===== config.mk =====
export PLATFORM = sky130hd
export DESIGN_NAME = scaled_framebuffer_blitter
export DESIGN_NICKNAME = d
export VERILOG_FILES = /design/src/hdl/scfb_pkg.sv /design/src/hdl/scfb_fifo.sv /design/src/hdl/scfb_front.sv /design/src/hdl/scfb_back.sv /design/src/hdl/scaled_framebuffer_blitter.sv
export SDC_FILE = /design/constraint.sdc
export NUM_CORES = 2
export LEC_CHECK = 0
export BUFFER_PORTS_ARGS = -buffer_cell sky130_fd_sc_hd__buf_2
export CORE_MARGIN = 8
export CORE_UTILIZATION = 55
export CTS_CLUSTER_DIAMETER = 80
export DETAILED_ROUTE_END_ITERATION = 7
export GPL_TIMING_DRIVEN = 0
export PLACE_DENSITY_LB_ADDON = 0.05
export SLEW_MARGIN = 25
export SYNTH_ARGS = -nofsm -noshare
export SYNTH_HDL_FRONTEND = slang
export SYNTH_SLANG_ARGS = --single-unit
export TNS_END_PERCENT = 20

===== constraint.sdc =====
create_clock -name clk -period 49.4 [get_ports clk]
set_clock_uncertainty 0.05 [all_clocks]
set_input_delay 4.94 -clock clk [delete_from_list [all_inputs] [get_ports clk]]
set_output_delay 4.94 -clock clk [all_outputs]
set_load 0.01 [all_outputs]

===== src/hdl/scfb_pkg.sv =====
// Shared types, constants and helpers of the scaled framebuffer blitter.
package scfb_pkg;

  localparam int MAX_SIDE_DEF  = 4096;
  localparam int MAX_SCALE_DEF = 8;
  localparam int QUEUE_DEPTH   = 4;

  localparam int CFG_IW = 3;
  localparam int CFG_DW = 16;

  localparam logic [CFG_IW-1:0] REG_SCREEN_WIDTH   = 3'd0;
  localparam logic [CFG_IW-1:0] REG_SCREEN_HEIGHT  = 3'd1;
  localparam logic [CFG_IW-1:0] REG_LINE_PITCH     = 3'd2;
  localparam logic [CFG_IW-1:0] REG_BITS_PER_PIXEL = 3'd3;
  localparam logic [CFG_IW-1:0] REG_BLIT_X         = 3'd4;
  localparam logic [CFG_IW-1:0] REG_BLIT_Y         = 3'd5;
  localparam logic [CFG_IW-1:0] REG_BLIT_WIDTH     = 3'd6;
  localparam logic [CFG_IW-1:0] REG_SCALE          = 3'd7;

  localparam logic [7:0]  BPP_24       = 8'd24;
  localparam logic [7:0]  BPP_32       = 8'd32;
  localparam logic [31:0] COLOR24_MASK = 32'h00FF_FFFF;

  typedef struct packed {
    logic [12:0] screen_width;
    logic [12:0] screen_height;
    logic [15:0] line_pitch;
    logic [7:0]  bits_per_pixel;
    logic [11:0] blit_x;
    logic [11:0] blit_y;
    logic [12:0] blit_width;
    logic [3:0]  scale;
  } cfg_t;

  localparam cfg_t CFG_RESET = '{
    screen_width:   13'd0,
    screen_height:  13'd0,
    line_pitch:     16'd0,
    bits_per_pixel: BPP_32,
    blit_x:         12'd0,
    blit_y:         12'd0,
    blit_width:     13'd1,
    scale:          4'd1
  };

  function automatic logic [3:0] eff_scale(input logic [3:0] s, input logic [3:0] smax);
    logic [3:0] r;
    if (s == 4'd0) begin
      r = 4'd1;
    end else if (s > smax) begin
      r = smax;
    end else begin
      r = s;
    end
    return r;
  endfunction

  function automatic logic bad_depth(input logic [7:0] bpp);
    return (bpp != BPP_24) && (bpp != BPP_32);
  endfunction

endpackage


===== src/hdl/scfb_fifo.sv =====
// Small register queue between the front and back parts.
module scfb_fifo #(
  parameter int WIDTH = 8,
  parameter int DEPTH = scfb_pkg::QUEUE_DEPTH
) (
  input  logic             clk,
  input  logic             rst_n,
  input  logic             wr_en,
  input  logic [WIDTH-1:0] wr_data,
  output logic             full,
  input  logic             rd_en,
  output logic [WIDTH-1:0] rd_data,
  output logic             empty
);

  localparam int AW = (DEPTH > 1) ? $clog2(DEPTH) : 1;

  logic [WIDTH-1:0] mem_r [DEPTH];
  logic [AW-1:0]    wr_ptr_r, wr_ptr_nxt;
  logic [AW-1:0]    rd_ptr_r, rd_ptr_nxt;
  logic [AW:0]      count_r, count_nxt;

  assign full    = (count_r == (AW+1)'(DEPTH));
  assign empty   = (count_r == '0);
  assign rd_data = mem_r[rd_ptr_r];

  always_comb begin
    wr_ptr_nxt = wr_ptr_r;
    rd_ptr_nxt = rd_ptr_r;
    count_nxt  = count_r;
    if (wr_en) begin
      wr_ptr_nxt = (wr_ptr_r == AW'(DEPTH-1)) ? '0 : wr_ptr_r + AW'(1);
    end
    if (rd_en) begin
      rd_ptr_nxt = (rd_ptr_r == AW'(DEPTH-1)) ? '0 : rd_ptr_r + AW'(1);
    end
    if (wr_en && !rd_en) begin
      count_nxt = count_r + (AW+1)'(1);
    end else if (rd_en && !wr_en) begin
      count_nxt = count_r - (AW+1)'(1);
    end
  end

  always_ff @(posedge clk) begin
    if (!rst_n) begin
      wr_ptr_r <= '0;
      rd_ptr_r <= '0;
      count_r  <= '0;
    end else begin
      wr_ptr_r <= wr_ptr_nxt;
      rd_ptr_r <= rd_ptr_nxt;
      count_r  <= count_nxt;
    end
  end

  always_ff @(posedge clk) begin
    if (wr_en) begin
      mem_r[wr_ptr_r] <= wr_data;
    end
  end

endmodule


===== src/hdl/scfb_front.sv =====
// Front part: tracks the source position, decides errors, computes the base offset.
module scfb_front #(
  parameter int MAX_SIDE  = scfb_pkg::MAX_SIDE_DEF,
  parameter int MAX_SCALE = scfb_pkg::MAX_SCALE_DEF,
  parameter int XW        = 20,
  parameter int EW        = 33 + 2*XW + 32
) (
  input  logic                clk,
  input  logic                rst_n,
  input  scfb_pkg::cfg_t      cfg,
  input  logic                in_valid,
  output logic                in_ready,
  input  logic [31:0]         in_color,
  input  logic                in_last,
  output logic                q_wr,
  input  logic                q_full,
  output logic [EW-1:0]       q_data
);

  localparam int CW = $clog2(MAX_SIDE);
  localparam int SW = $clog2(MAX_SCALE + 1);
  localparam int BW = (CW + 1 > 13) ? CW + 1 : 13;
  localparam int MW = (XW + 16 > 32) ? XW + 16 : 32;

  logic [CW-1:0] col_r, col_nxt;
  logic [CW-1:0] row_r, row_nxt;
  logic          aborted_r, aborted_nxt;

  logic          s2_valid_r, s2_valid_nxt;
  logic [31:0]   s2_color_r;
  logic          s2_last_r;
  logic [XW-1:0] s2_x0_r, s2_y0_r;

  logic [3:0]    s_eff;
  logic [SW-1:0] s;
  logic [XW-1:0] x0, y0;
  logic          err;
  logic [CW:0]   col_inc;
  logic          accept;
  logic [MW-1:0] y_term, x_term;
  logic [4:0]    bpb;

  assign s_eff = scfb_pkg::eff_scale(cfg.scale, 4'(MAX_SCALE));
  assign s     = s_eff[SW-1:0];
  assign x0    = XW'(cfg.blit_x) + XW'(col_r) * XW'(s);
  assign y0    = XW'(cfg.blit_y) + XW'(row_r) * XW'(s);
  assign err   = scfb_pkg::bad_depth(cfg.bits_per_pixel)
               || (x0 + XW'(s) > XW'(cfg.screen_width))
               || (y0 + XW'(s) > XW'(cfg.screen_height));

  assign in_ready = !s2_valid_r || !q_full;
  assign accept   = in_valid && in_ready;
  assign col_inc  = {1'b0, col_r} + (CW+1)'(1);

  always_comb begin
    col_nxt      = col_r;
    row_nxt      = row_r;
    aborted_nxt  = aborted_r;
    s2_valid_nxt = s2_valid_r && q_full;
    if (accept) begin
      if (aborted_r) begin
        if (in_last) begin
          aborted_nxt = 1'b0;
          col_nxt     = '0;
          row_nxt     = '0;
        end
      end else begin
        s2_valid_nxt = 1'b1;
        if (in_last) begin
          col_nxt = '0;
          row_nxt = '0;
        end else if (err) begin
          aborted_nxt = 1'b1;
        end else if ((col_inc >= (CW+1)'(MAX_SIDE))
                     || (BW'(col_inc) >= BW'(cfg.blit_width))) begin
          col_nxt = '0;
          row_nxt = (row_r == CW'(MAX_SIDE - 1)) ? '0 : row_r + CW'(1);
        end else begin
          col_nxt = col_inc[CW-1:0];
        end
      end
    end
  end

  always_ff @(posedge clk) begin
    if (!rst_n) begin
      col_r      <= '0;
      row_r      <= '0;
      aborted_r  <= 1'b0;
      s2_valid_r <= 1'b0;
    end else begin
      col_r      <= col_nxt;
      row_r      <= row_nxt;
      aborted_r  <= aborted_nxt;
      s2_valid_r <= s2_valid_nxt;
    end
  end

  always_ff @(posedge clk) begin
    if (accept && !aborted_r) begin
      s2_color_r <= in_color;
      s2_last_r  <= in_last;
      s2_x0_r    <= x0;
      s2_y0_r    <= y0;
    end
  end

  assign bpb    = cfg.bits_per_pixel[7:3];
  assign y_term = MW'(s2_y0_r) * MW'(cfg.line_pitch);
  assign x_term = MW'(s2_x0_r) * MW'(bpb);

  assign q_wr   = s2_valid_r && !q_full;
  assign q_data = {s2_color_r, s2_last_r, s2_x0_r, s2_y0_r, y_term[31:0] + x_term[31:0]};

endmodule


===== src/hdl/scfb_back.sv =====
// Back part: walks the scale square of each queued pixel and issues the writes.
module scfb_back #(
  parameter int MAX_SCALE = scfb_pkg::MAX_SCALE_DEF,
  parameter int XW        = 20,
  parameter int EW        = 33 + 2*XW + 32
) (
  input  logic            clk,
  input  logic            rst_n,
  input  scfb_pkg::cfg_t  cfg,
  input  logic            q_empty,
  input  logic [EW-1:0]   q_data,
  output logic            q_rd,
  output logic            out_valid,
  input  logic            out_ready,
  output logic [31:0]     out_offset,
  output logic [31:0]     out_data,
  output logic            out_wide,
  output logic            out_status,
  output logic            out_run_last,
  output logic            out_done
);

  localparam int SW = $clog2(MAX_SCALE + 1);

  logic [31:0]   h_base;
  logic [XW-1:0] h_y0, h_x0;
  logic          h_last;
  logic [31:0]   h_color;

  logic          active_r;
  logic [SW-1:0] sx_r, sy_r;
  logic [XW-1:0] x_r, y_r, x0_r;
  logic [31:0]   off_r, row_off_r, color_r;
  logic          last_r;

  logic [SW-1:0] c_sx, c_sy;
  logic [XW-1:0] c_x, c_y, c_x0;
  logic [31:0]   c_off, c_row_off, c_color;
  logic          c_last;

  logic          ov_r;
  logic [31:0]   o_off_r, o_data_r;
  logic          o_wide_r, o_status_r, o_rlast_r, o_done_r;

  logic [3:0]    s_eff;
  logic [SW-1:0] s_m1;
  logic          step, fail, final_one, row_end, item_end;
  logic [31:0]   next_row_off;
  logic          is32;

  assign h_base  = q_data[31:0];
  assign h_y0    = q_data[32 +: XW];
  assign h_x0    = q_data[32+XW +: XW];
  assign h_last  = q_data[32+2*XW];
  assign h_color = q_data[33+2*XW +: 32];

  assign c_sx      = active_r ? sx_r      : '0;
  assign c_sy      = active_r ? sy_r      : '0;
  assign c_x       = active_r ? x_r       : h_x0;
  assign c_y       = active_r ? y_r       : h_y0;
  assign c_x0      = active_r ? x0_r      : h_x0;
  assign c_off     = active_r ? off_r     : h_base;
  assign c_row_off = active_r ? row_off_r : h_base;
  assign c_color   = active_r ? color_r   : h_color;
  assign c_last    = active_r ? last_r    : h_last;

  assign s_eff     = scfb_pkg::eff_scale(cfg.scale, 4'(MAX_SCALE));
  assign s_m1      = s_eff[SW-1:0] - SW'(1);
  assign is32      = (cfg.bits_per_pixel == scfb_pkg::BPP_32);
  assign step      = (active_r || !q_empty) && (!ov_r || out_ready);
  assign fail      = (c_x >= XW'(cfg.screen_width)) || (c_y >= XW'(cfg.screen_height))
                   || scfb_pkg::bad_depth(cfg.bits_per_pixel);
  assign row_end   = (c_sx == s_m1);
  assign final_one = row_end && (c_sy == s_m1);
  assign item_end  = fail || final_one;
  assign q_rd      = step && !active_r;
  assign next_row_off = c_row_off + {16'd0, cfg.line_pitch};

  always_ff @(posedge clk) begin
    if (!rst_n) begin
      active_r <= 1'b0;
      ov_r     <= 1'b0;
    end else begin
      if (step) begin
        active_r <= !item_end;
        ov_r     <= 1'b1;
      end else if (out_ready) begin
        ov_r     <= 1'b0;
      end
    end
  end

  always_ff @(posedge clk) begin
    if (step && !item_end) begin
      x0_r    <= c_x0;
      color_r <= c_color;
      last_r  <= c_last;
      if (row_end) begin
        sx_r      <= '0;
        sy_r      <= c_sy + SW'(1);
        x_r       <= c_x0;
        y_r       <= c_y + XW'(1);
        row_off_r <= next_row_off;
        off_r     <= next_row_off;
      end else begin
        sx_r      <= c_sx + SW'(1);
        sy_r      <= c_sy;
        x_r       <= c_x + XW'(1);
        y_r       <= c_y;
        row_off_r <= c_row_off;
        off_r     <= c_off + {27'd0, cfg.bits_per_pixel[7:3]};
      end
    end
  end

  always_ff @(posedge clk) begin
    if (step) begin
      if (fail) begin
        o_off_r    <= '0;
        o_data_r   <= '0;
        o_wide_r   <= 1'b0;
        o_status_r <= 1'b1;
        o_rlast_r  <= 1'b1;
        o_done_r   <= 1'b1;
      end else begin
        o_off_r    <= c_off;
        o_data_r   <= is32 ? c_color : (c_color & scfb_pkg::COLOR24_MASK);
        o_wide_r   <= is32;
        o_status_r <= 1'b0;
        o_rlast_r  <= final_one;
        o_done_r   <= final_one && c_last;
      end
    end
  end

  assign out_valid    = ov_r;
  assign out_offset   = o_off_r;
  assign out_data     = o_data_r;
  assign out_wide     = o_wide_r;
  assign out_status   = o_status_r;
  assign out_run_last = o_rlast_r;
  assign out_done     = o_done_r;

endmodule


===== src/hdl/scaled_framebuffer_blitter.sv =====
// Top level of the scaled framebuffer blitter: config registers, front, queue, back.
//
// Usage: source pixels enter on the in_ stream in row-major order, in_tlast on the
// final pixel of a bitmap. Each pixel leaves as scale*scale framebuffer writes on
// the out_ stream (byte offset relative to the framebuffer base and the colour),
// square rows first. A target off screen or a depth other than 24/32 gives a single
// error transfer and aborts the blit; following pixels are swallowed until the one
// carrying in_tlast, which rearms the block.
// Configuration is written through cfg_we/cfg_index/cfg_data by the user only while no blit runs;
// the block itself does not enforce this.
// Throughput: one write per cycle while out_tready is high and pixels are queued, the back-end
// square walker issuing scale*scale writes per pixel; an erroring pixel ends with its error
// transfer, which follows the writes that precede it, and swallowed pixels are dropped in the front.
// A 4-entry queue separates the front and back.
// Reset (synchronous, rst_n low) restores the register defaults, clears the source
// position and the abort flag and empties the queue and the output register.
// When the receiver stalls, the output holds and the queue fills; in_tready then
// drops until space frees up.
module scaled_framebuffer_blitter #(
  parameter int MAX_SIDE  = scfb_pkg::MAX_SIDE_DEF,
  parameter int MAX_SCALE = scfb_pkg::MAX_SCALE_DEF
) (
  input  logic                        clk,
  input  logic                        rst_n,
  input  logic                        in_tvalid,
  output logic                        in_tready,
  input  logic [31:0]                 in_tdata,   // pixel_color
  input  logic                        in_tlast,   // last_pixel
  output logic                        out_tvalid,
  input  logic                        out_tready,
  output logic [63:0]                 out_tdata,  // byte_offset, pixel_data
  output logic [2:0]                  out_tuser,  // wide_write, status, blit_done
  output logic                        out_tlast,  // run_last
  input  logic                        cfg_we,
  input  logic [scfb_pkg::CFG_IW-1:0] cfg_index,
  input  logic [scfb_pkg::CFG_DW-1:0] cfg_data
);

  localparam int XW = $clog2(4096 + MAX_SIDE * MAX_SCALE) + 1;
  localparam int EW = 33 + 2*XW + 32;

  scfb_pkg::cfg_t cfg_r;

  logic          q_wr, q_full, q_rd, q_empty;
  logic [EW-1:0] q_wdata, q_rdata;
  logic [31:0]   o_offset, o_data;
  logic          o_wide, o_status, o_rlast, o_done;

  always_ff @(posedge clk) begin
    if (!rst_n) begin
      cfg_r <= scfb_pkg::CFG_RESET;
    end else if (cfg_we) begin
      unique case (cfg_index)
        scfb_pkg::REG_SCREEN_WIDTH:   cfg_r.screen_width   <= cfg_data[12:0];
        scfb_pkg::REG_SCREEN_HEIGHT:  cfg_r.screen_height  <= cfg_data[12:0];
        scfb_pkg::REG_LINE_PITCH:     cfg_r.line_pitch     <= cfg_data[15:0];
        scfb_pkg::REG_BITS_PER_PIXEL: cfg_r.bits_per_pixel <= cfg_data[7:0];
        scfb_pkg::REG_BLIT_X:         cfg_r.blit_x         <= cfg_data[11:0];
        scfb_pkg::REG_BLIT_Y:         cfg_r.blit_y         <= cfg_data[11:0];
        scfb_pkg::REG_BLIT_WIDTH:     cfg_r.blit_width     <= cfg_data[12:0];
        scfb_pkg::REG_SCALE:          cfg_r.scale          <= cfg_data[3:0];
        default:                      cfg_r                <= cfg_r;
      endcase
    end
  end

  scfb_front #(
    .MAX_SIDE  (MAX_SIDE),
    .MAX_SCALE (MAX_SCALE),
    .XW        (XW),
    .EW        (EW)
  ) u_front (
    .clk      (clk),
    .rst_n    (rst_n),
    .cfg      (cfg_r),
    .in_valid (in_tvalid),
    .in_ready (in_tready),
    .in_color (in_tdata),
    .in_last  (in_tlast),
    .q_wr     (q_wr),
    .q_full   (q_full),
    .q_data   (q_wdata)
  );

  scfb_fifo #(
    .WIDTH (EW),
    .DEPTH (scfb_pkg::QUEUE_DEPTH)
  ) u_fifo (
    .clk     (clk),
    .rst_n   (rst_n),
    .wr_en   (q_wr),
    .wr_data (q_wdata),
    .full    (q_full),
    .rd_en   (q_rd),
    .rd_data (q_rdata),
    .empty   (q_empty)
  );

  scfb_back #(
    .MAX_SCALE (MAX_SCALE),
    .XW        (XW),
    .EW        (EW)
  ) u_back (
    .clk          (clk),
    .rst_n        (rst_n),
    .cfg          (cfg_r),
    .q_empty      (q_empty),
    .q_data       (q_rdata),
    .q_rd         (q_rd),
    .out_valid    (out_tvalid),
    .out_ready    (out_tready),
    .out_offset   (o_offset),
    .out_data     (o_data),
    .out_wide     (o_wide),
    .out_status   (o_status),
    .out_run_last (o_rlast),
    .out_done     (o_done)
  );

  assign out_tdata = {o_data, o_offset};
  assign out_tuser = {o_done, o_status, o_wide};
  assign out_tlast = o_rlast;

endmodule

==> results.sh <==
export IMPL_fin_area_mm2=0.0573
export IMPL_yosysSeqAreaShare=0.449
export IMPL_num_io_pins=127
export IMPL_die_w_um=322
export IMPL_synth_cell_area_mm2=0.0516
export IMPL_first_global_vias=34300
export IMPL_area_delta_synth_final_pct=11.1
export IMPL_synthFlopType="edfxtp_1"
export IMPL_synth_edf_count=687
export IMPL_leakage_uw=0.0238
export IMPL_clock_latency_ns=0.68
export IMPL_htreeDepth=3
export IMPL_routed_via_density=5.66
export IMPL_cp_end_kind="register"
export IMPL_powerDensity_mw_per_mm2=36.9
export IMPL_rrSetupSlack_ns=39.78
export IMPL_yosysUniqueCellTypes=93
export IMPL_rows=112
export IMPL_cts_root_buffer="clkbuf_16"
export IMPL_cts_setup_buffers=0
export IMPL_synth_xor_area_frac=0.0308
export IMPL_ys_seq_elements=815
export IMPL_crit_type="reg -> reg"
export IMPL_placed_area_mm2=0.0543
export IMPL_place_congestion=0.883
export IMPL_min_period_over_period=0.195
export IMPL_cp_endpoint="u_front.row_r[9]"
export IMPL_die_h_um=322
export IMPL_hold_class="reg -> reg"
export IMPL_overflow=0
export IMPL_slew_viol_final=0
export IMPL_max_freq_ghz=0.104
export IMPL_antenna_found_initial=5
export IMPL_wl_um=137000
export IMPL_ant_nets=0
export IMPL_synth_top_family_by_area="adder cells"
export IMPL_cpPeakStageDelay_ns=0.76
export IMPL_setup_viol=0
export IMPL_reg2reg_to="u_front.row_r[9]"
export IMPL_fin_nets=5486
export IMPL_fp_dieArea_mm2=0.104
export IMPL_cp_required_ns=49.92
export IMPL_grt_max_degree=51
export IMPL_synthAdderAreaFrac=0.210
export IMPL_cts_tree="done"
export IMPL_route_detailed_drc=0
export IMPL_io_buffers=119
export IMPL_crit_fanout=11
export IMPL_muxShareOfSynthArea=0.0512
export IMPL_first_pass_iters=6
export IMPL_fin_tns_setup_ns=0
export IMPL_startpoint="cfg_r[1]"
export IMPL_synthCells=4533
export IMPL_period_needed_ns=9.62
export IMPL_cp_data_arrival_time_ns=10.14
export IMPL_rr_startpoint="cfg_r[1]"
export IMPL_yosys_area_share_simple=0.134
export IMPL_final_layout_size_suffix_gt1_frac=0.0971
export IMPL_dp_hpwl_um=104000
export IMPL_slew_headroom=0.253
export IMPL_cts_sinks=815
export IMPL_yosys_warnings=0
export IMPL_grt_usage=0.264
export IMPL_cts_buffers=88
export IMPL_cts_hold_buf=0
export IMPL_crit_path_top_delay_cell="clkbuf_1"
export IMPL_status="finished, final reports clean"
export IMPL_synth_avg_cell_area_um2=11.4
export IMPL_max_clock_path_buffers=3
export IMPL_path_clk_slew_ns=0.06
export IMPL_worst_slew_pin_slew_ns=1.12
export IMPL_rsz0062_at_grt="false"
export IMPL_async_reset_ff_frac=0
export IMPL_grt_first_pass_wirelength_um=208000
export IMPL_reg2reg_depth=28
export IMPL_vias=34600
export IMPL_core_area_mm2=0.0932
export IMPL_ir_worst_vdd_v=0.0000294
export IMPL_wl_per_cell_um=22.4
export IMPL_synth_fp_nets=5243
export IMPL_maxCapViolCount=0
export IMPL_start_util=0.554
export IMPL_hold_violations=0
export IMPL_startpoint_type="register"
export IMPL_first_iter_violations=3125
export IMPL_synth_compound_area_frac=0.0697
export IMPL_cts_resized=0
==> critical path, delay by kind of cell (launching register included) <==
family                   cells  cell delay [ns]
XOR/XNOR                     1             0.29
adder cells (fa/ha/maj)      4             1.54
buffers and inverters        4             1.61
flip-flops                   1             0.33
AO/OA/AOI/OAI                8             2.70
AND/OR/NAND/NOR             11             2.95
==> logic make-up (layout without fill, tap and decap cells) <==
| family | Yosys count | in the layout |
|---|---|---|
| AO/OA/AOI/OAI | 562 | 562 |
| XOR/XNOR | 180 | 180 |
| adder cells (fa/ha/maj) | 653 | 653 |
| buffers and inverters | 725 | 1043 |
| flip-flops | 815 | 815 |
| multiplexers | 140 | 140 |
| other | 0 | 1 |
| AND/OR/NAND/NOR | 1458 | 1458 |
==> cell usage after synthesis, types with 10 or more instances <==
cell type	n	area (µm²)
and2_1	246	1540
nand2b_1	34	213
a21oi_1	249	1250
buf_1	26	97.6
and3_1	31	194
a21boi_0	11	82.6
o21a_1	16	120
fa_1	357	7150
nand4_1	15	93.8
or2_2	10	62.6
edfxtp_1	687	20600
buf_2	16	80.1
nand3_1	54	270
xor2_1	68	596
xnor2_1	110	963
nand3b_1	10	75.1
nor2_1	174	653
inv_1	534	2000
mux4_2	99	2230
nor3b_1	12	90.1
ha_1	296	3700
nor3_1	37	185
dfxtp_1	128	2560
o21ai_0	72	360
a211oi_1	13	97.6
nand2_1	738	2770
or3_1	23	144
a21o_1	91	683
nor2b_1	24	150
mux2i_1	38	380
clkbuf_1	135	507
==> area by class of cell <==
class                           count  area (µm²)
Buffer                            190         802
Timing Repair Buffer              153        1100
Clock inverter                     53         688
Clock buffer                      112        2310
Inverter                          535        2010
Multi-Input combinational cell   2993       25600
Antenna cell                        1        2.50
Sequential cell                   815       23200
Tap cell                         1254        1570
Fill cell                        7633       35900
==> per-layer routing <==
metal  track usage  up-vias  share of wire
met2         0.428     1101           0.47
met3        0.0387      209          0.067
met1         0.369    17400           0.43
met4        0.0798        2          0.031
li1              -    15900              -
met5             0        -        0.00012
==> registers in the layout, summed over array words and instances, names as in the netlist, 2 cells and up, named ones only <==
name / flops
cfg_r: 91
u_back.color_r: 32
u_back.off_r: 32
u_back.out_data: 32
u_back.out_offset: 32
u_back.row_off_r: 32
u_back.sx_r: 4
u_back.sy_r: 4
u_back.x0_r: 17
u_back.x_r: 17
u_back.y_r: 17
u_fifo.count_r: 3
u_fifo.mem_r: 396
u_fifo.rd_ptr_r: 2
u_fifo.wr_ptr_r: 2
u_front.col_r: 12
u_front.row_r: 12
u_front.s2_color_r: 32
u_front.s2_x0_r: 17
u_front.s2_y0_r: 17
==> report_power, final <==
| part | switching [µW] | internal (µW) | total, µW |
|---|---|---|---|
| Sequential | 27.7 | 833 | 860 |
| Combinational | 338 | 229 | 568 |
| Clock | 285 | 399 | 684 |
==> stage by stage <==
| stage | power, µW | instances | hold WS, ns | utilization | setup slack, ns |
|---|---|---|---|---|---|
| after floorplan | 1260 | 4533 | 0.386 | - | 32.74 |
| final | 2110 | 6106 | 0.403 | 0.615 | 39.78 |
| after global routing | 2210 | 6105 | 0.418 | 0.615 | 39.41 |
| after CTS | 2130 | 6104 | 0.404 | 0.615 | 39.72 |
| after global placement | 1430 | 5906 | 0.392 | 0.577 | 24.03 |
| after detailed placement | 1440 | 5939 | 0.396 | 0.583 | 39.81 |
==> worst min-delay path by stage <==
stage	from	to	slack, ns	cells past startpoint
final	cfg_r[84]	cfg_r[84]	0.40	2
after global placement	cfg_r[70]	cfg_r[70]	0.39	2
after floorplan	cfg_r[43]	cfg_r[43]	0.39	2
after global routing	cfg_r[75]	cfg_r[75]	0.42	2
after CTS	cfg_r[86]	cfg_r[86]	0.40	2
after detailed placement	cfg_r[71]	cfg_r[71]	0.40	2
==> cell usage in the layout, fill, tap and decap left out, types with 11 or more instances in the layout <==
master and n:
nand2_1 738, edfxtp_1 687, inv_1 533, fa_1 357, ha_1 296, a21oi_1 249
and2_1 242, nor2_1 173, clkbuf_1 157, buf_2 136, dfxtp_1 128, xnor2_1 110
mux4_2 99, a21o_1 91, clkbuf_16 88, o21ai_0 72, xor2_1 68, nand3_1 54
mux2i_1 38, nor3_1 36, nand2b_1 34, and3_1 31, buf_1 25, buf_4 24
nor2b_1 24, or3_1 23, o21a_1 16, nand4_1 15, clkinv_2 14, a211oi_1 13
nor3b_1 12, clkinv_1 12, bufinv_16 12, buf_6 11, a21boi_0 11
Power figures use the tool's default switching activity.
